--- config.mk ---
export PLATFORM = sky130hd
export DESIGN_NAME = ugps_ctrl
export DESIGN_NICKNAME = d
export VERILOG_FILES = /design/src/hw/rtl/uniform_grid_profile_store_assert.svh /design/src/hw/rtl/ugps_pkg.sv /design/src/hw/rtl/ugps_ctrl.sv
export SDC_FILE = /design/constraint.sdc
export NUM_CORES = 1
export LEC_CHECK = 0
export BUFFER_PORTS_ARGS = -buffer_cell sky130_fd_sc_hd__buf_2
export CAP_MARGIN = 20
export CORE_MARGIN = 4
export CORE_UTILIZATION = 55
export DETAILED_ROUTE_END_ITERATION = 8
export PLACE_DENSITY = 0.84
export SYNTH_ARGS = -nofsm -noshare
export SYNTH_HDL_FRONTEND = slang
export SYNTH_SLANG_ARGS = --single-unit
export TNS_END_PERCENT = 30
--- constraint.sdc ---
create_clock -name clock -period 4.3 [get_ports clock]
set_clock_uncertainty 0.15 [all_clocks]
set_input_delay 1.29 -clock clock [delete_from_list [all_inputs] [get_ports clock]]
set_output_delay 1.29 -clock clock [all_outputs]
set_load 0.01 [all_outputs]
--- src/hw/rtl/uniform_grid_profile_store_assert.svh ---
// Assertion helpers shared by the RTL. The enclosing module provides clock and reset.
`ifndef UNIFORM_GRID_PROFILE_STORE_ASSERT_SVH
`define UNIFORM_GRID_PROFILE_STORE_ASSERT_SVH

`define UGPS_ASSERT_IMP(lbl, ante, cons, msg) \
   lbl: assert property (@(posedge clock) disable iff (reset) (ante) |-> (cons)) \
      else $error(msg);

`define UGPS_ASSERT_NXT(lbl, ante, cons, msg) \
   lbl: assert property (@(posedge clock) disable iff (reset) (ante) |=> (cons)) \
      else $error(msg);

`endif

--- src/hw/rtl/ugps_pkg.sv ---
package ugps_pkg;

   localparam int VAL_W  = 32;
   localparam int STEP_W = 31;
   localparam int RES_W  = 10;
   localparam int IDX_W  = 10;
   localparam int CNT_W  = 15;
   localparam int DVD_W  = 64;
   localparam int DVS_W  = 32;
   localparam int REQ_W  = 80;

   typedef enum logic [2:0] {
      CMD_RESTART, CMD_PLOT, CMD_RATIO, CMD_COUNT,
      CMD_READ_POS, CMD_READ_IDX, CMD_MIN, CMD_MAX
   } cmd_type;

   typedef enum logic [1:0] {
      ERR_OK, ERR_NOT_INIT, ERR_RANGE, ERR_INDEX
   } err_type;

   typedef enum logic [1:0] {
      CSR_GRID_MIN, CSR_GRID_STEP, CSR_RESOLUTION, CSR_UNUSED
   } csr_type;

   typedef enum logic [3:0] {
      ST_IDLE, ST_MUL, ST_XL, ST_DECIDE, ST_CLEAR, ST_DIV, ST_CNT, ST_RDWAIT,
      ST_INT1, ST_INT2, ST_INT3, ST_DIV2, ST_SCAN, ST_TAIL, ST_DONE, ST_SPARE
   } state_type;

   typedef enum logic [4:0] {
      OP_NONE, OP_LOAD, OP_MUL, OP_XL, OP_ERR, OP_PLOT, OP_SKIP, OP_CLEAR,
      OP_DIV_OFF, OP_DIV_RATIO, OP_RD_IDX, OP_RD_K, OP_COUNT, OP_TAKE,
      OP_INT1, OP_INT2, OP_DIV_INT, OP_INT_END, OP_SCAN_INIT, OP_SCAN, OP_EMIT
   } op_type;

   typedef struct packed {
      op_type  op;
      err_type err;
      logic    idle;
   } ctl_type;

   typedef struct packed {
      cmd_type cmd;
      logic    init;
      logic    a_lt_x0;
      logic    a_gt_xl;
      logic    a_ge_xl;
      logic    b_gt_xl;
      logic    b_zero;
      logic    idx_bad;
      logic    div_done;
      logic    int_edge;
      logic    clr_last;
      logic    scan_last;
   } sts_type;

endpackage

--- src/hw/rtl/ugps_ctrl.sv ---
module ugps_ctrl
   import ugps_pkg::*;
(
   input  logic    clock,
   input  logic    reset,
   input  logic    req_valid,
   input  logic    out_free,
   input  sts_type sts,
   output ctl_type ctl
);

   state_type state_ff;
   state_type state_in;
   logic      count_hit;
   logic      pos_bad;
   logic      span_bad;

   assign count_hit = !sts.a_lt_x0 && !sts.a_ge_xl;
   assign pos_bad   = sts.a_lt_x0 || sts.a_gt_xl;
   assign span_bad  = sts.a_lt_x0 || sts.b_gt_xl;

   always_ff @(posedge clock) begin
      if (reset) begin
         state_ff <= ST_IDLE;
      end else begin
         state_ff <= state_in;
      end
   end

   always_comb begin
      state_in = state_ff;
      case (state_ff)
         ST_IDLE: begin
            if (req_valid) state_in = ST_MUL;
         end
         ST_MUL: state_in = ST_XL;
         ST_XL:  state_in = ST_DECIDE;
         ST_DECIDE: begin
            if (sts.cmd == CMD_RESTART) begin
               state_in = ST_CLEAR;
            end else if (!sts.init) begin
               state_in = ST_DONE;
            end else begin
               case (sts.cmd)
                  CMD_RATIO:    state_in = sts.b_zero ? ST_DONE : ST_DIV;
                  CMD_COUNT:    state_in = count_hit ? ST_DIV : ST_DONE;
                  CMD_READ_POS: state_in = pos_bad ? ST_DONE : ST_DIV;
                  CMD_READ_IDX: state_in = sts.idx_bad ? ST_DONE : ST_RDWAIT;
                  CMD_MIN, CMD_MAX: state_in = span_bad ? ST_DONE : ST_SCAN;
                  default: state_in = ST_DONE;
               endcase
            end
         end
         ST_CLEAR: begin
            if (sts.clr_last) state_in = ST_DONE;
         end
         ST_DIV: begin
            if (sts.div_done) begin
               if (sts.cmd == CMD_RATIO) state_in = ST_DONE;
               else if (sts.cmd == CMD_COUNT) state_in = ST_CNT;
               else if (sts.int_edge) state_in = ST_RDWAIT;
               else state_in = ST_INT1;
            end
         end
         ST_CNT:    state_in = ST_DONE;
         ST_RDWAIT: state_in = ST_DONE;
         ST_INT1:   state_in = ST_INT2;
         ST_INT2:   state_in = ST_INT3;
         ST_INT3:   state_in = ST_DIV2;
         ST_DIV2: begin
            if (sts.div_done) state_in = ST_DONE;
         end
         ST_SCAN: begin
            if (sts.scan_last) state_in = ST_TAIL;
         end
         ST_TAIL: state_in = ST_DONE;
         ST_DONE: begin
            if (out_free) state_in = ST_IDLE;
         end
         default: state_in = ST_IDLE;
      endcase
   end

   always_comb begin
      ctl.op   = OP_NONE;
      ctl.err  = ERR_OK;
      ctl.idle = 1'b0;
      case (state_ff)
         ST_IDLE: begin
            ctl.idle = 1'b1;
            if (req_valid) ctl.op = OP_LOAD;
         end
         ST_MUL: ctl.op = OP_MUL;
         ST_XL:  ctl.op = OP_XL;
         ST_DECIDE: begin
            if (sts.cmd == CMD_RESTART) begin
               ctl.op = OP_NONE;
            end else if (!sts.init) begin
               ctl.op  = OP_ERR;
               ctl.err = ERR_NOT_INIT;
            end else begin
               case (sts.cmd)
                  CMD_PLOT:  ctl.op = OP_PLOT;
                  CMD_RATIO: ctl.op = sts.b_zero ? OP_SKIP : OP_DIV_RATIO;
                  CMD_COUNT: ctl.op = count_hit ? OP_DIV_OFF : OP_NONE;
                  CMD_READ_POS: begin
                     ctl.op  = pos_bad ? OP_ERR : OP_DIV_OFF;
                     ctl.err = ERR_RANGE;
                  end
                  CMD_READ_IDX: begin
                     ctl.op  = sts.idx_bad ? OP_ERR : OP_RD_IDX;
                     ctl.err = ERR_INDEX;
                  end
                  CMD_MIN, CMD_MAX: begin
                     ctl.op  = span_bad ? OP_ERR : OP_SCAN_INIT;
                     ctl.err = ERR_RANGE;
                  end
                  default: ctl.op = OP_NONE;
               endcase
            end
         end
         ST_CLEAR: ctl.op = OP_CLEAR;
         ST_DIV: begin
            if (sts.div_done) ctl.op = (sts.cmd == CMD_RATIO) ? OP_PLOT : OP_RD_K;
         end
         ST_CNT:    ctl.op = OP_COUNT;
         ST_RDWAIT: ctl.op = OP_TAKE;
         ST_INT1:   ctl.op = OP_INT1;
         ST_INT2:   ctl.op = OP_INT2;
         ST_INT3:   ctl.op = OP_DIV_INT;
         ST_DIV2: begin
            if (sts.div_done) ctl.op = OP_INT_END;
         end
         ST_SCAN: ctl.op = OP_SCAN;
         ST_DONE: begin
            if (out_free) ctl.op = OP_EMIT;
         end
         default: ctl.op = OP_NONE;
      endcase
   end

endmodule

==> results of run 1 <==
-- cells in the mapped netlist (all sizes together), types with 2 or more instances --
master / number
a21o: 2
and2b: 2
nor2: 17
nand2b: 5
inv: 6
and3b: 2
dfxtp: 4
nand2: 12
clkbuf: 4
nand3: 4
a41oi: 2
o311ai: 3
nor3: 6
o31ai: 2
nor2b: 7
buf: 7
a21oi: 8
o21ai: 17
o211ai: 6
mux2i: 4
-- worst max-delay path, cell delays in order --
cell and delay [ns]:
buf_2 0.20, or3b_1 0.39, o21ai_0 0.09, nand2_1 0.07
a21o_1 0.19, o211ai_1 0.08, buf_2 0.16
-- where the power goes --
part	switching, W	leakage (nW)	internal [W]
registers	0.0000297	0.0327	0.0000436
logic	0.0000843	0.376	0.0000702
clock network	0.0000166	0.0138	0.0000313
-- logic make-up after synthesis --
logic type | count (synthesis) | synth area share (%)
mux | 4 | 4.50
flops | 4 | 9.00
buf+inv | 17 | 10.1
compound gates | 47 | 37.6
simple gates | 62 | 38.8
-- per-stage QoR --
step	total power (W)	hold WS, ns	utilization (%)
finish	0.000276	0.620	64.9
global route	0.000300	0.643	64.9
CTS	0.000276	0.598	64.9
detailed placement	0.000227	0.590	63.5
global placement	0.000221	0.578	63.5
floorplan	0.000185	0.543	-
-- final timing paths --
path	endpoint	cells after the start
min reg2reg	state_ff[1]	2
max reg2reg	state_ff[3]	5
max	ctl[4]	7
min	state_ff[1]	2
-- metal layers --
layer  wire (um)  vias up  global-route usage [%]
met2        1140       43                    35.4
li1            -      523                       -
met3         162        0                    2.21
met1        1030      474                    30.1
met4           0        0                    4.84
met5           0        -                       0
-- layout make-up --
class	count	area share (%)
multi-input cells	113	72.7
inverters	6	2.28
clock buffers	3	2.28
repair buffers	25	12.6
flip-flops and latches	4	8.09
well taps	16	2.02
==> flow_summary.json, run 1 <==
{
  "outcome": "finished, final reports clean",
  "fp.dieH_um": 48.2,
  "viasPerCell": 6.23,
  "regMostFlops": "state_ff",
  "largest_reg_flops": 4,
  "largest_registers": "state_ff: 4 flops",
  "grt_pass1_wl_mm": 3.62,
  "area_growth_pct": 11.3,
  "ys_seq_area_share_pct": 9.00,
  "drt-pass1-iter-count": 4,
  "hold_viol_final": 0,
  "tns_ns": 0,
  "grt_overflow_total": 0,
  "pwr_density_cell_mw_per_mm2": 279,
  "cp.required_ns": 2.86,
  "r2r-start": "state_ff[2]",
  "num_io_pins": 26,
  "synth-edff-count": 0,
  "first_iter_violations": 29,
  "max_slew_margin_pct": 55.3,
  "syn_area_per_cell_um2": 6.64,
  "synth_seq_cells": 4,
  "port_buffers": 25,
  "n_fill_cell": 148,
  "register_area_um2": 80.1,
  "clkLatencyLatePin_ns": 0.23,
  "via_count": 1040,
  "initial_core_util_pct": 58.4,
  "cts_buffers": 3,
  "critPathCaptureType": "output pin",
  "synth_top_area_share_pct": 9.00,
  "ys_top_cells_by_area": "dfxtp_1, o21ai_0, nor2_1, nand2_1, mux2i_1",
  "routedWlPerCell_um": 13.9,
  "netlist-cell-type-count": 44,
  "cp.arrival_ns": 2.47,
  "cts_sinks": 4,
  "crit_path_max_fanout": 12,
  "worstHoldStart": "state_ff[1]",
  "timing.critical_path.from": "sts[12]",
  "tightest_slew_ns": 0.669,
  "ir_worst_vdd_mv": 0.180,
  "drv_cap": 0,
  "synth_ff_type": "dfxtp_1",
  "fin_cells": 167,
  "yosys_warnings": 0,
  "gp_routability_congestion": 0.908,
  "preCtsSetupSlack_ns": 0.398,
  "crit_type": "in -> out",
  "drtAntennaViolNets": 0,
  "hpwl_mm": 1.81,
  "grt_start_max_net_pins": 24,
  "synthArstFlopShare_pct": 0,
  "dp_cells": 164,
  "final_cell_mix": "buf_2, nor2_1, o21ai_0",
  "stdcell_area_um2": 990,
  "final_common_cell": "buf_2",
  "cts.path.max_buffers": 2,
  "placed_cell_area_um2": 967,
  "grt_usage_pct": 21.6,
  "leakagePower_nw": 0.422,
  "clk_pin_slew_ns": 0.04,
  "synth_area_um2": 890,
  "htreeDepth": 1,
  "final_nets": 171,
  "antenna_found_initial": 0,
  "final_layout_size_suffix_gt1_share_pct": 25.8,
  "hold_path_class": "reg -> reg",
  "multi_input_comb_area_um2": 719,
  "dieArea_mm2": 0.00232,
  "grt_pass1_vias": 823,
  "die_x_um": 48.2,
  "synth_cells": 134,
  "syn-num-nets": 152,
  "slew_viol_final": 0,
  "fin_ws_ns": 0.390,
  "rrSetupSlack_ns": 2.22,
  "yosysTopAreaCell": "dfxtp_1",
  "worstSetupStartpointType": "input pin",
  "timing.fmax_mhz": 256,
  "period_needed_ns": 3.91,
  "core.rowCount": 14,
  "core_region_area_mm2": 0.00152,
  "cts_resized": 0,
  "period_share_pct": 90.9,
  "postCtsSetupBuffers": 0,
  "rsz0062_at_grt": "false",
  "cts_hold_buffers": 0,
  "cts_tree": "built",
  "setup_violations": 0,
  "root_buffer": "clkbuf_4",
  "diodes": 0,
  "drc": 0,
  "finalWirelength_mm": 2.33
}
Power figures use the tool's default switching activity.
==> run 2, diff against run 1 <==
- ABC_AREA: not set -> 1
- REMOVE_ABC_BUFFERS: not set -> 1
==> run 2 against run 1 <==
Clock power is 1% lower. Synthesized cell count grew 22%. Critical path depth increased by 1. Final cell count is 22% higher. Fmax increased by 5.0%. Register-to-register slack gained 0.47 ns. Sequential share of layout area is 0.21 points lower. Core utilization grew 2.5 points. Critical endpoint is now ctl[6]. Power increased by 59%. Sequential cell count stayed put. Area after synthesis is 2.0% lower.
==> flow_summary.json, run 2 <==
{
  "setup_violations": 0,
  "hpwl_mm": 1.97,
  "grt_overflow_total": 0,
  "yosysTopAreaCell": "nand2_1",
  "holdPathEnd": "state_ff[3]",
  "cp.depth": 8,
  "slew_viol_final": 0,
  "hold_slack_ns": 0.383,
  "crit_path_cell_trace": "buf_2 -> nor2_2 -> nand3b_1 -> nand2_1 -> nor2_1 -> nand2_1 -> nand4_1 -> buf_2",
  "synth.top_cells.by_count": "nand2_1, nor2_1, inv_1",
  "syn_area_per_cell_um2": 5.35,
  "largest_reg_flops": 4,
  "largest_registers": "state_ff: 4 flops",
  "htreeDepth": 1,
  "core_region_area_mm2": 0.00151,
  "clk_pin_slew_ns": 0.03,
  "cts.path.max_buffers": 2,
  "yosys_warnings": 0,
  "yosysMostFrequentCell": "nand2_1",
  "grt_start_max_net_pins": 9,
  "timing.fmax_mhz": 269,
  "grt_usage_pct": 22.4,
  "synth_top_area_share_pct": 18.1,
  "critical_path.top_delay_family": "simple AND/OR/NAND/NOR gates",
  "pwr_density_cell_mw_per_mm2": 432,
  "drt-pass1-iter-count": 4,
  "path_buf_inv": 2,
  "tns_ns": 0,
  "worstHoldStart": "state_ff[3]",
  "critPathCaptureType": "output pin",
  "cts_sinks": 4,
  "reg2reg_depth": 7,
  "die_x_um": 47.8,
  "first_iter_violations": 48,
  "dieArea_mm2": 0.00229,
  "synthArstFlopShare_pct": 0,
  "area_growth_pct": 16.5,
  "cts_hold_buffers": 0,
  "ys_seq_area_share_pct": 9.18,
  "via_count": 1101,
  "port_buffers": 25,
  "finalWirelength_mm": 2.30,
  "diodes": 0,
  "period_share_pct": 86.6,
  "cp_slowest_cell": "nor2_2",
  "clkLatencyLatePin_ns": 0.24,
  "rsz0062_at_grt": "false",
  "antenna_found_initial": 0,
  "core.rowCount": 14,
  "max_slew_margin_pct": 72.2,
  "gp_routability_congestion": 0.906,
  "root_buffer": "clkbuf_4",
  "crit_path_max_fanout": 8,
  "n_fill_cell": 147,
  "num_io_pins": 26,
  "hold_depth": 2,
  "drc": 0,
  "drv_cap": 0,
  "cts_buffers": 3,
  "synth-edff-count": 0,
  "netlist-cell-type-count": 28,
  "synth_cells": 163,
  "final_layout_size_suffix_gt1_share_pct": 31.4,
  "synth_area_um2": 872,
  "worstReg2RegEnd": "state_ff[3]",
  "synth_seq_cells": 4,
  "drtAntennaViolNets": 0,
  "viasPerCell": 5.40,
  "synth_ff_type": "dfxtp_1",
  "rrSetupSlack_ns": 2.69,
  "period_needed_ns": 3.72,
  "cts_resized": 0,
  "hold_path_class": "reg -> reg",
  "cp.arrival_ns": 2.28,
  "grt_pass1_vias": 887,
  "ys_top_cells_by_area": "nand2_1, nor2_1, dfxtp_1, inv_1, nand2_2",
  "hold_viol_final": 0,
  "regMostFlops": "state_ff",
  "r2r-start": "state_ff[2]",
  "leakagePower_nw": 0.588,
  "cp.required_ns": 2.86,
  "cts_tree": "built",
  "critical-path-max-stage-delay_ns": 0.21,
  "grt_pass1_wl_mm": 3.72,
  "initial_core_util_pct": 57.9,
  "fp.dieH_um": 47.8,
  "outcome": "finished, final reports clean",
  "final_cell_mix": "nand2_1, buf_2, nor2_1",
  "ir_worst_vdd_mv": 0.321,
  "worstSetupStartpointType": "input pin",
  "final_common_cell": "nand2_1",
  "tightest_slew_ns": 0.415,
  "postCtsSetupBuffers": 0,
  "crit_type": "in -> out",
  "final_nets": 208,
  "routedWlPerCell_um": 11.3
}
[run 2: cell types whose count changed in the layout (fill, tap and decap cells not counted), sizes merged, moves of 5 or more]
cell	change
nand2	+40
nor2b	-7
nand2b	-5
o211ai	-5
o21ai	-12
nand4	+6
nor2	+14
nand3	+9
inv	+23
[run 2: layer usage]
layer	GRT usage, %	vias to the layer above	share of wire, %
met5	0	-	0
met4	4.30	0	1.4
met3	6.02	4	8.0
met2	33.8	40	46
met1	31.9	484	44
li1	-	573	-
[run 2: worst max path at each step]
stage / from / end / slack (ns)
after CTS: sts[13] / ctl[6] / 0.59
after global routing: sts[13] / ctl[5] / 0.44
after detailed placement: sts[13] / ctl[6] / 0.59
final: sts[12] / ctl[6] / 0.58
after floorplan: sts[6] / ctl[7] / 0.92
after global placement: sts[13] / ctl[6] / 0.62
[run 2: kinds of logic (layout without fill, tap and decap cells)]
family,count (synthesis),count (layout),synth area share (%)
and+or+nand+nor,108,108,62.0
buffers and inverters,32,57,15.5
AOI/OAI and AO/OA,19,19,13.3
DFF,4,4,9.18
[run 2: cell type report]
class / instances / area (um^2) / share of cell area (%)
clock buffer: 3 / 22.5 / 2.22
inverter: 29 / 111 / 11.0
multi-input combinational: 127 / 657 / 64.7
sequential: 4 / 80.1 / 7.88
tap: 16 / 20.0 / 1.97
timing repair buffer: 25 / 125 / 12.3
[run 2: tightest hold or removal path, stage by stage, from the launching register on]
cell     delay [ns]
dfxtp_1        0.34
nand2_1        0.08
a21oi_1        0.06
[run 2: power by group]
| part | internal, W | switching, W |
|---|---|---|
| Clock | 0.0000312 | 0.0000160 |
| Combinational | 0.000117 | 0.000202 |
| Sequential | 0.0000501 | 0.0000228 |
| Total | 0.000199 | 0.000240 |
[run 2: stage by stage]
stage	setup slack (ns)	instances	utilization [%]	total power, W	cell area [um^2]
finish	0.577	204	67.4	0.000439	1020
global route	0.436	204	67.4	0.000485	1020
CTS	0.592	204	67.4	0.000441	1020
detailed placement	0.594	201	65.9	0.000391	993
global placement	0.624	201	65.9	0.000383	993
floorplan	0.922	160	-	0.000300	848
